**config.mk**
```make
export PLATFORM = sky130hd
export DESIGN_NAME = sbc_ctrl
export DESIGN_NICKNAME = d
export VERILOG_FILES = /design/src/design/sbc_pkg.sv /design/src/design/sbc_ctrl.sv
export SDC_FILE = /design/constraint.sdc
export NUM_CORES = 1
export LEC_CHECK = 0
export BUFFER_PORTS_ARGS = -buffer_cell sky130_fd_sc_hd__buf_2
export CORE_AREA = 2 2 39 41
export CTS_CLUSTER_SIZE = 12
export DETAILED_ROUTE_END_ITERATION = 10
export DIE_AREA = 0 0 41 43
export GPL_ROUTABILITY_DRIVEN = 0
export PLACE_DENSITY = 0.63
export RECOVER_POWER = 50
export SYNTH_ARGS = -nofsm -noshare
export SYNTH_HDL_FRONTEND = slang
export SYNTH_SLANG_ARGS = --single-unit
```
**constraint.sdc**
```tcl
create_clock -name clk -period 5 [get_ports clk]
set_input_delay 0.5 -clock clk [delete_from_list [all_inputs] [get_ports clk]]
set_output_delay 0.5 -clock clk [all_outputs]
set_load 0.005 [all_outputs]
```
**src/design/sbc_pkg.sv**
```systemverilog
// Shared types and constants for the segment box clipper.
// No dependencies.
`timescale 1ns / 1ps
`default_nettype none
package sbc_pkg;

  typedef enum logic [2:0] {
    ST_IDLE,
    ST_EVAL,
    ST_DIV,
    ST_MUL,
    ST_ADD,
    ST_DONE
  } sbc_state_t;

  // Commands from the controller to the datapath.
  typedef struct packed {
    logic load;
    logic div_start;
    logic mul_start;
    logic move_pt;
    logic snap_pt;
    logic finish_hit;
    logic finish_miss;
    logic finish_exh;
  } sbc_cmd_t;

  // Status from the datapath to the controller.
  typedef struct packed {
    logic code_zero;
    logic code_shared;
    logic use_div;
    logic div_done;
    logic mul_done;
  } sbc_stat_t;

  localparam logic [2:0] REG_MIN_X = 3'd0;
  localparam logic [2:0] REG_MIN_Y = 3'd1;
  localparam logic [2:0] REG_MIN_Z = 3'd2;
  localparam logic [2:0] REG_MAX_X = 3'd3;
  localparam logic [2:0] REG_MAX_Y = 3'd4;
  localparam logic [2:0] REG_MAX_Z = 3'd5;
  localparam logic [2:0] REG_MIN_DIR = 3'd6;

endpackage
`default_nettype wire

```
**src/design/sbc_ctrl.sv**
```systemverilog
// Controller state machine of the segment box clipper.
// Depends on sbc_pkg.
`timescale 1ns / 1ps
`default_nettype none
module sbc_ctrl import sbc_pkg::*; #(
  parameter int CLIP_ROUNDS = 4
) (
  input  wire        clk,
  input  wire        rst_n,
  input  wire        in_valid,
  output logic       in_ready,
  output logic       out_valid,
  input  wire        out_ready,
  input  sbc_stat_t  stat,
  output sbc_cmd_t   cmd
);

  localparam int RW = $clog2(CLIP_ROUNDS + 1);

  sbc_state_t state_r, state_nxt;
  logic [RW-1:0] round_r, round_nxt;

  // State register.
  always_ff @(posedge clk) begin
    if (!rst_n) begin
      state_r <= ST_IDLE;
      round_r <= '0;
    end else begin
      state_r <= state_nxt;
      round_r <= round_nxt;
    end
  end

  // Next state.
  always_comb begin
    state_nxt = state_r;
    round_nxt = round_r;
    unique case (state_r)
      ST_IDLE: if (in_valid) begin
        state_nxt = ST_EVAL;
        round_nxt = '0;
      end
      ST_EVAL: begin
        if (round_r == RW'(CLIP_ROUNDS) || stat.code_zero || stat.code_shared) begin
          state_nxt = ST_DONE;
        end else if (stat.use_div) begin
          state_nxt = ST_DIV;
        end else begin
          round_nxt = round_r + 1'b1;
        end
      end
      ST_DIV: if (stat.div_done) state_nxt = ST_MUL;
      ST_MUL: if (stat.mul_done) state_nxt = ST_ADD;
      ST_ADD: begin
        state_nxt = ST_EVAL;
        round_nxt = round_r + 1'b1;
      end
      ST_DONE: if (out_ready) state_nxt = ST_IDLE;
      default: state_nxt = ST_IDLE;
    endcase
  end

  // Outputs.
  always_comb begin
    cmd = '0;
    in_ready = 1'b0;
    out_valid = 1'b0;
    unique case (state_r)
      ST_IDLE: begin
        in_ready = 1'b1;
        cmd.load = in_valid;
      end
      ST_EVAL: begin
        if (round_r == RW'(CLIP_ROUNDS)) cmd.finish_exh = 1'b1;
        else if (stat.code_zero) cmd.finish_hit = 1'b1;
        else if (stat.code_shared) cmd.finish_miss = 1'b1;
        else if (stat.use_div) cmd.div_start = 1'b1;
        else cmd.snap_pt = 1'b1;
      end
      ST_DIV: cmd.mul_start = stat.div_done;
      ST_MUL: ;
      ST_ADD: cmd.move_pt = 1'b1;
      ST_DONE: out_valid = 1'b1;
      default: ;
    endcase
  end

endmodule
`default_nettype wire

```
==> After elaboration in Yosys (flattened, before gate mapping) <==
Index checks and enable logic that the tools add are counted.
W data, S select, Z words.
{ "totals": {"reg_bits": 6, "inputBits": 9, "word_cells": 52} }
{ "op_classes": {"n_addsub": 1, "n_eq_ne": 13, "mux": 30, "reduce_logical": 6} }
{ "op_table": {"columns": ["cell", "count"], "rows": [
  ["$mux W3", 10],
  ["$pmux W3 S6", 1],
  ["$mux W1", 17],
  ["$ne A2 B2 Y1 const B", 6],
  ["$eq A3 B3 Y1 const B", 3],
  ["$pmux W3 S3", 1],
  ["$eq A3 B2 Y1 const B", 2],
  ["$reduce_and A5 Y1", 1],
  ["$mux W4", 1],
  ["$reduce_and A4 Y1", 1],
  ["$add A3 B1 Y3 const B", 1],
  ["$eq A3 B1 Y1 const B", 1],
  ["$logic_not A3 Y1", 1],
  ["$ne A3 B3 Y1 const B", 1],
  ["$reduce_bool A3 Y1", 1],
  ["$logic_or A1 B1 Y1", 2]
]} }

==> Longest topological paths before layout <==
Gate-level depths: netlist of the first run.
{ "logic_depth": {"word_depth": 5, "depth_mapped": 6, "depth_no_buf": 6} }

==> Worst setup path after synthesis of the first run <==
Ideal clock, no wire load.
{ "synth_path": {"path_type": "input-to-output", "from": "in stat[2] (netlist name)", "to": "out cmd[3] (netlist name)", "arrival_time_ps": 1114, "required_ps": 4500, "setup_slack_ps": 3386, "stages": 2, "cell_sequence": "or4b_4 > nor2_1"} }
{ "synth_lines": {"columns": ["item", "line_no", "source"], "rows": [
  ["start: declaration", "sbc_ctrl.sv:14", "input sbc_stat_t stat,"],
  ["end: declaration", "sbc_ctrl.sv:15", "output sbc_cmd_t cmd"]
]} }

==> metrics.cfg, run 1 <==
[status]
status=finished, final reports clean

[cts]
clk_latency_ps=240
clk_pin_slew_ps=40
cts_resized=0
root_buffer=clkbuf_4
cts_hold_buf=0
cts_tree=built
cts_sinks=6
cts_made_buffers=3
h-tree-depth=1
post_cts_buffers=0
cts_buffer_depth=2

[drt]
routedWlPerCell_um=10.98
viasPerCell=5.181
drt-total-wl_um=1032
drt-initial-drc-count=4
ant_nets=0
drt-pass1-iter-count=3
vias=487
drc=0

[run]
drv_cap=0

[worst_setup_path]
cp-start-kind=flip-flop
crit_type=flip-flop to output pin
worstPathArrival_ps=1530
critPathMaxFanout=13
worstSetupEndpointType=output pin
r2r_slack_ps=3140
r2r-end=round_r[1]
rr_worst_depth=4
crit_required_ps=4500
r2r_start=state_r[0]

[die]
die_w_um=41
io_pins=19
die_y_um=43
rows=14
start_util_pct=33.91
die-area_mm2=0.001763
core_area_mm2=0.001384

[pwr]
pwr-share-comb_pct=23.7
power.net_switching_mw=0.03918
p_int_mw=0.09410
seqPwrFrac_pct=43.4
worst_ir_drop_vdd_v=0.00007629
total_power_mw=0.1333
leakage_nw=0.2717
p_per_area_mw_per_mm2=236.2
p_sw_share_pct=29.40
clockPowerShare_pct=33.0

[sta]
drv_slew=0
rsz0062_at_grt=false
post-route-period-util_pct=40.52
period_needed_ps=2026
setup_viol=0
max_slew.worst_pin.slew_ps=633.7
setup_ws_ps=2974
fmax_ghz=0.4935
hold_viol_final=0
setup_tns_ps=0
relSlewSlack_pct=57.63
clock_skew_ps=3.396

[grt]
grt_max_degree=14
grt_overflow_total=0
grt_pass1_wl_um=1932
antenna_found_initial=0
grt.total_usage_pct=15.95
grt_pass1_vias=450

[yosys]
yosys_warnings=0
synth_fp_nets=71
synth_flop_cell=dfxtp_1
syn_area_per_cell_um2=7.820
synth_edf_count=0
netlist_instances=60
synth-seq-cells=6
synth.top_cells.by_area=dfxtp_1, o32ai_4, and3_1
synth_top_area_share_pct=25.60
synthDistinctLibCells=27
ys_seq_area_share_pct=25.60
synthArstFlopShare_pct=0
netlist_area_um2=469.2
yosysTopAreaCell=dfxtp_1
synth_common_cells=dfxtp_1, nand2_1, nor2_1

[final_layout]
final_core_util_pct=40.78
n_fill_cell=146
register_area_um2=120.1
area_growth_pct=20.27
nNetsFinal=91
drive_above_1_share_pct=24.36
fin_area_um2=564.3
diodes=0
multi_input_area_um2=295.3

[hold_path]
hold_class=input pin to flip-flop
holdPathEnd=round_r[1]
min-delay-start=rst_n
min_path_cells=2

[placed_design]
dpl.hpwl_um=830.1
dpl_worst_slack_ps=3156
port_buffers=18
place_area_um2=566.8

[routing by layer]
metal,part of all wire [%],global-route usage (%)
met4,0,8.000
met1,46,17.95
met5,0,0
met2,48,25.62
met3,5.3,4.712
[placed cells by master (no fill, tap or decap), types with 2 or more instances in the layout]
cell,instances
nor2_1,6
o21a_1,2
o21ai_0,2
inv_1,5
nor3_1,3
a21oi_1,3
nand2b_1,3
nand2_1,6
dfxtp_1,6
and3_1,4
buf_2,16
clkbuf_4,3
a211o_1,2
and4b_1,2
clkbuf_1,2
ha_1,2
[power groups by stage]
| stage | Sequential, mW | Combinational, mW | Clock (mW) |
|---|---|---|---|
| 4_1_cts | 0.0583 | 0.0356 | 0.0472 |
| 3_5_place_dp | 0.0592 | 0.0354 | 0 |
| 6_report | 0.0578 | 0.0316 | 0.0439 |
| 5_1_grt | 0.0584 | 0.0375 | 0.0506 |
| 2_1_floorplan | 0.0540 | 0.0283 | 0 |
| 3_3_place_gp | 0.0588 | 0.0353 | 0 |
[worst max-delay path by stage]
stage / to / cells after the start / startpoint / slack [ps]
after floorplan: cmd[3] / 2 / stat[2] / 3390
after CTS: cmd[3] / 3 / state_r[0] / 2880
after global routing: cmd[3] / 3 / state_r[0] / 2860
after global placement: cmd[3] / 4 / stat[2] / 3190
after detailed placement: cmd[3] / 3 / state_r[0] / 3160
final: cmd[3] / 3 / state_r[0] / 2970
[through the flow]
step / hold WS, ps / cells
detailed placement: 556.7 / 91
finish: 527.0 / 94
global placement: 537.6 / 91
floorplan: 512.0 / 60
global route: 525.4 / 94
CTS: 518.9 / 94
[final cells by class]
cell class / instances / area share (%)
Multi-Input combinational cell: 46 / 52.33
Timing Repair Buffer: 18 / 15.52
Sequential cell: 6 / 21.29
Clock buffer: 3 / 3.991
Inverter: 5 / 3.326
Tap cell: 16 / 3.548
[kinds of logic after synthesis]
| group | after synthesis | share of synthesized area (%) |
|---|---|---|
| flops | 6 | 25.60 |
| buf+inv | 8 | 6.665 |
| fa+ha+maj | 2 | 5.332 |
| compound gates | 13 | 23.20 |
| xor+xnor | 2 | 3.734 |
| simple gates | 29 | 35.47 |
[worst max-delay path, stage by stage, from the launching register on]
cell and delay (ps):
dfxtp_1 560, or4b_1 510, nor2_1 100, buf_2 120
[registers in the layout, summed over array words and instances, names as in the netlist]
name and count:
round_r 3, state_r 3
No activity file was read; power rests on OpenSTA's default activity.
==> run 2, diff against run 1 <==
Clock period 5 ns to 1.9 ns, I/O delays scaled along.
==> run 2 against run 1 <==
Against the previous run:
- routed wire length is 9.7% higher
- critical endpoint is now round_r[1]
- largest power group unchanged
- clock skew hardly changed
- critical path depth is 3 higher
- flip-flop and latch count stayed put
- total power grew to 2.7 times the previous value
- clock power grew to 2.7 times the previous value
- non-clock buffer count is 3 higher
- worst setup slack worse by 2700 ps
- cell count is 3.2% higher
- global-route usage is 1.9 points lower
- highest routed layer is now met4
- via count is 4.3% higher
- sequential share of layout area is 0.95 points lower
==> metrics.cfg, run 2 (synthesized netlist as in run 1, its figures left out) <==
[cts]
h-tree-depth=1  ; unchanged
cts_buffer_depth=2  ; unchanged
clk_pin_slew_ps=50  ; about the same
cts_sinks=6  ; unchanged
clk_latency_ps=240  ; about the same
cts_hold_buf=0  ; unchanged
root_buffer=clkbuf_4
cts_resized=0  ; unchanged
post_cts_buffers=0  ; unchanged
cts_tree=built
cts_made_buffers=3  ; unchanged

[drt]
routedWlPerCell_um=11.67  ; +6.3%
drt-initial-drc-count=9  ; +5
ant_nets=0  ; unchanged
drt-pass1-iter-count=4  ; +1
vias=508  ; +4.3%
viasPerCell=5.237  ; +1.1%
drc=0  ; unchanged
drt-total-wl_um=1132  ; +9.7%

[final_layout]
layout_commonest_cell=buf_2
n_fill_cell=153  ; +4.8%
diodes=0  ; unchanged
final_cell_mix=buf_2, nor2_1, nand2_1, clkbuf_1, dfxtp_1
multi_input_area_um2=306.5  ; +3.8%
nNetsFinal=94  ; +3.3%
drive_above_1_share_pct=24.69  ; +0.33 points
final_core_util_pct=42.68  ; +1.9 points
register_area_um2=120.1  ; unchanged
area_growth_pct=25.87
top_regs=round_r (3), state_r (3)
fin_area_um2=590.6  ; +4.7%

[hold_path]
min-delay-start=rst_n
min_path_cells=2  ; unchanged
holdPathEnd=round_r[1]
hold_class=input pin to flip-flop

[sta]
setup_tns_ps=0  ; unchanged
rsz0062_at_grt=false
clock_skew_ps=2.932  ; -0.4647 ps
hold_viol_final=0  ; unchanged
relSlewSlack_pct=69.18  ; +12 points
fmax_ghz=0.5995
period_needed_ps=1668
post-route-period-util_pct=87.79
drv_slew=0  ; unchanged
setup_viol=0  ; unchanged
max_slew.worst_pin.slew_ps=462.3  ; -171.4 ps

[placed_design]
place_area_um2=589.3  ; +4.0%
port_buffers=18  ; unchanged
dpl.hpwl_um=887.8  ; +7.0%

[die]
die_y_um=43  ; unchanged
start_util_pct=33.91  ; unchanged
core_area_mm2=0.001384  ; unchanged
rows=14  ; unchanged
die_w_um=41  ; unchanged
die-area_mm2=0.001763  ; unchanged
io_pins=19  ; unchanged

[worst_setup_path]
r2r-end=round_r[1]
critPathMaxFanout=5  ; -8
r2r_start=round_r[0]
worstPathArrival_ps=1860  ; +330 ps
crit_required_ps=2090  ; -2410 ps
crit_type=flip-flop to flip-flop
worstSetupEndpointType=flip-flop
cp-start-kind=flip-flop
r2r_slack_ps=230  ; -2910 ps
rr_worst_depth=6  ; +2

[status]
status=finished, final reports clean

[pwr]
total_power_mw=0.3656  ; +170%
leakage_nw=0.2739  ; +0.82%
p_per_area_mw_per_mm2=619.0  ; +160%
worst_ir_drop_vdd_v=0.0002412  ; +220%

[grt]
antenna_found_initial=0  ; unchanged
grt_overflow_total=0  ; unchanged
grt.total_usage_pct=14.06  ; -1.9 points
grt_pass1_wl_um=1759  ; -9.0%
grt_max_degree=13  ; -1
grt_pass1_vias=474  ; +5.3%

[run]
drv_cap=0  ; unchanged

run 2: cell count changes in the layout (fill, tap and decap cells not counted):
cell      before  now
or4b_1         1    0
o32ai_1        1    0
or4b_4         0    1
buf_4          0    2
buf_2         16   13
clkbuf_1       2    6
o32ai_2        0    1
run 2: cell type report:
class,instances,area share (%)
inverters,5,3.178
clock buffers,3,3.814
repair buffers,21,17.37
well taps,16,3.390
multi-input cells,46,51.91
flip-flops and latches,6,20.34
run 2: critical path, stage by stage, from the launching register on:
cell     delay, ps
dfxtp_1        360
inv_1           60
ha_1           220
a211o_1        360
o32ai_2        260
and4b_1        260
o21a_1         100
run 2: stage by stage:
step / hold WS [ps] / instances / worst slack (ps)
after CTS: 212.1 / 97 / 203.7
after detailed placement: 466.5 / 94 / 234.2
after global placement: 466.6 / 94 / 260.2
after floorplan: 307.5 / 60 / 342.6
after global routing: 210.2 / 97 / 110.9
final: 222.3 / 97 / 232.1
run 2: per-layer routing:
layer | vias up | share of wire [%] | GRT usage [%] | wire (µm)
met3 | 2 | 5.5 | 1.571 | 62
met4 | 0 | 1.2 | 8.000 | 14
li1 | 256 | - | - | -
met5 | - | 0 | 0 | 0
met1 | 230 | 46 | 16.08 | 526
met2 | 20 | 47 | 23.44 | 528
run 2: power by group:
| group | switching, mW | total (mW) | leakage (nW) | internal [mW] |
|---|---|---|---|---|
| clock network | 0.0469 | 0.118 | 0.0138 | 0.0715 |
| logic | 0.0583 | 0.107 | 0.211 | 0.0492 |
| registers | 0.00518 | 0.140 | 0.0490 | 0.134 |
run 2: worst max-delay path by stage:
stage	startpoint	endpoint	slack (ps)	cells past startpoint
floorplan	round_r[0]	state_r[0]	340	6
global placement	round_r[0]	state_r[0]	260	6
global route	state_r[2]	cmd[5]	110	5
finish	round_r[0]	round_r[1]	230	6
CTS	round_r[0]	cmd[3]	200	5
detailed placement	round_r[0]	state_r[0]	230	6
==> run 3, diff against run 2 <==
Clock period 1.9 ns to 2.1 ns, I/O delays scaled along.
==> run 3 against run 2 <==
Against the previous run:
- sequential share of layout area is 0.81 points higher
- critical path type unchanged
- fmax is 7.2% lower
- via count is 6.3% lower
- register-to-register slack better by 70 ps
- routed wire length is 8.7% lower
- sequential power is 6% lower
- design area is 3.8% lower
- highest routed layer is now met3
- hold slack better by 14 ps
==> metrics.cfg, run 3 (synthesized netlist as in run 1, its figures left out) <==
[grt]
grt_pass1_vias=424  ; -11%
antenna_found_initial=0  ; unchanged
grt_max_degree=13  ; unchanged
grt.total_usage_pct=13.34  ; -0.72 points
grt_pass1_wl_um=1676  ; -4.7%
grt_overflow_total=0  ; unchanged

[die]
start_util_pct=33.91  ; unchanged
die_y_um=43  ; unchanged
die_w_um=41  ; unchanged
rows=14  ; unchanged
core_area_mm2=0.001384  ; unchanged
io_pins=19  ; unchanged
die-area_mm2=0.001763  ; unchanged

[final_layout]
top_regs=round_r (3), state_r (3)
diodes=0  ; unchanged
layout_commonest_cell=buf_2
fin_area_um2=568.0  ; -3.8%
final_core_util_pct=41.05  ; -1.6 points
area_growth_pct=21.07
nNetsFinal=92  ; -2.1%
final_cell_mix=buf_2, nor2_1, nand2_1, dfxtp_1
n_fill_cell=156  ; +2.0%
drive_above_1_share_pct=21.52  ; -3.2 points

[sta]
whs_ps=236.5  ; +14.18 ps
hold_viol_final=0  ; unchanged
post-route-period-util_pct=85.56  ; -2.2 points
setup_viol=0  ; unchanged
setup_tns_ps=0  ; unchanged
rsz0062_at_grt=false
relSlewSlack_pct=55.83  ; -13 points
drv_slew=0  ; unchanged
period_needed_ps=1797  ; +128.8 ps
max_slew.worst_pin.slew_ps=660.6  ; +198.3 ps
clock_skew_ps=0.1717  ; -2.760 ps
fmax_ghz=0.5566  ; -7.2%

[worst_setup_path]
crit_required_ps=2290  ; +200 ps
rr_worst_depth=4  ; -2
worstPathArrival_ps=1980  ; +120 ps
crit_type=flip-flop to flip-flop
worstSetupEndpointType=flip-flop
cp-start-kind=flip-flop
critPathMaxFanout=12  ; +7

[cts]
clk_pin_slew_ps=50  ; about the same
root_buffer=clkbuf_4
cts_tree=built
cts_resized=0  ; unchanged
cts_sinks=6  ; unchanged
cts_hold_buf=0  ; unchanged
cts_buffer_depth=2  ; unchanged
post_cts_buffers=0  ; unchanged
h-tree-depth=1  ; unchanged
cts_made_buffers=3  ; unchanged
clk_latency_ps=240  ; about the same

[pwr]
total_power_mw=0.3216  ; -12%
power.net_switching_mw=0.09557  ; -13%
worst_ir_drop_vdd_v=0.0001731  ; -28%
seqPwrFrac_pct=40.9  ; +2.7 points
p_per_area_mw_per_mm2=566.1  ; -8.6%
clockPowerShare_pct=33.1  ; +0.7 points
p_int_mw=0.2260  ; -11%
p_sw_share_pct=29.72  ; -0.47 points
pwr-share-comb_pct=26.0  ; -3.4 points
leakage_nw=0.2646  ; -3.4%

[drt]
vias=476  ; -6.3%
drt-total-wl_um=1033  ; -8.7%
drc=0  ; unchanged
ant_nets=0  ; unchanged
drt-initial-drc-count=13  ; +4
routedWlPerCell_um=10.87  ; -6.8%
drt-pass1-iter-count=3  ; -1
viasPerCell=5.011  ; -4.3%

[hold_path]
min_path_cells=2  ; unchanged
hold_class=input pin to flip-flop

[run]
drv_cap=0  ; unchanged

[placed_design]
port_buffers=18  ; unchanged
place_area_um2=574.3  ; -2.5%
dpl.hpwl_um=792.9  ; -11%

[status]
status=finished, final reports clean

## run 3: changes by cell type in the layout (fill, tap and decap cells not counted), sizes merged
cell,change
buf,-1
clkbuf,-1
## run 3: final cells by class
type                    count  area [µm²]  share of cell area [%]
well taps                  16       20.02                   3.524
flip-flops and latches      6       120.1                   21.15
inverters                   5       18.77                   3.304
clock buffers               3       22.52                   3.965
repair buffers             19       91.34                   16.08
multi-input cells          46       295.3                   51.98
## run 3: critical path, cell delays in order (launching register included)
cell and delay [ps]:
dfxtp_1 410, or4b_1 590, o32ai_1 360, and4b_1 290, o21a_1 100
## run 3: power groups by stage
stage / Combinational [mW] / Sequential (mW) / Clock [mW]
2_1_floorplan: 0.0673 / 0.129 / 0
5_1_grt: 0.0969 / 0.132 / 0.119
4_1_cts: 0.0943 / 0.131 / 0.111
3_3_place_gp: 0.0945 / 0.133 / 0
6_report: 0.0837 / 0.131 / 0.106
3_5_place_dp: 0.0937 / 0.134 / 0
## run 3: worst paths after layout
path / slack (ps) / startpoint / to
setup / recovery: 300 / state_r[1] / round_r[1]
hold / removal: 240 / rst_n / round_r[1]
setup reg to reg: 300 / state_r[1] / round_r[1]
hold reg to reg: 560 / round_r[0] / round_r[0]
## run 3: metrics by stage
step / std cells / setup slack, ps
6_report: 95 / 303.3
5_1_grt: 95 / 208.5
4_1_cts: 95 / 383.4
3_5_place_dp: 92 / 439.1
3_3_place_gp: 92 / 462.8
2_1_floorplan: 60 / 542.6
## run 3: metal layers
| layer | global-route usage, % | share of wire (%) | vias to the layer above |
|---|---|---|---|
| met2 | 21.25 | 46 | 13 |
| met1 | 16.99 | 48 | 210 |
| met5 | 0 | 0 | - |
| met4 | 6.000 | 0 | 0 |
| met3 | 1.571 | 6.6 | 0 |
| li1 | - | - | 253 |
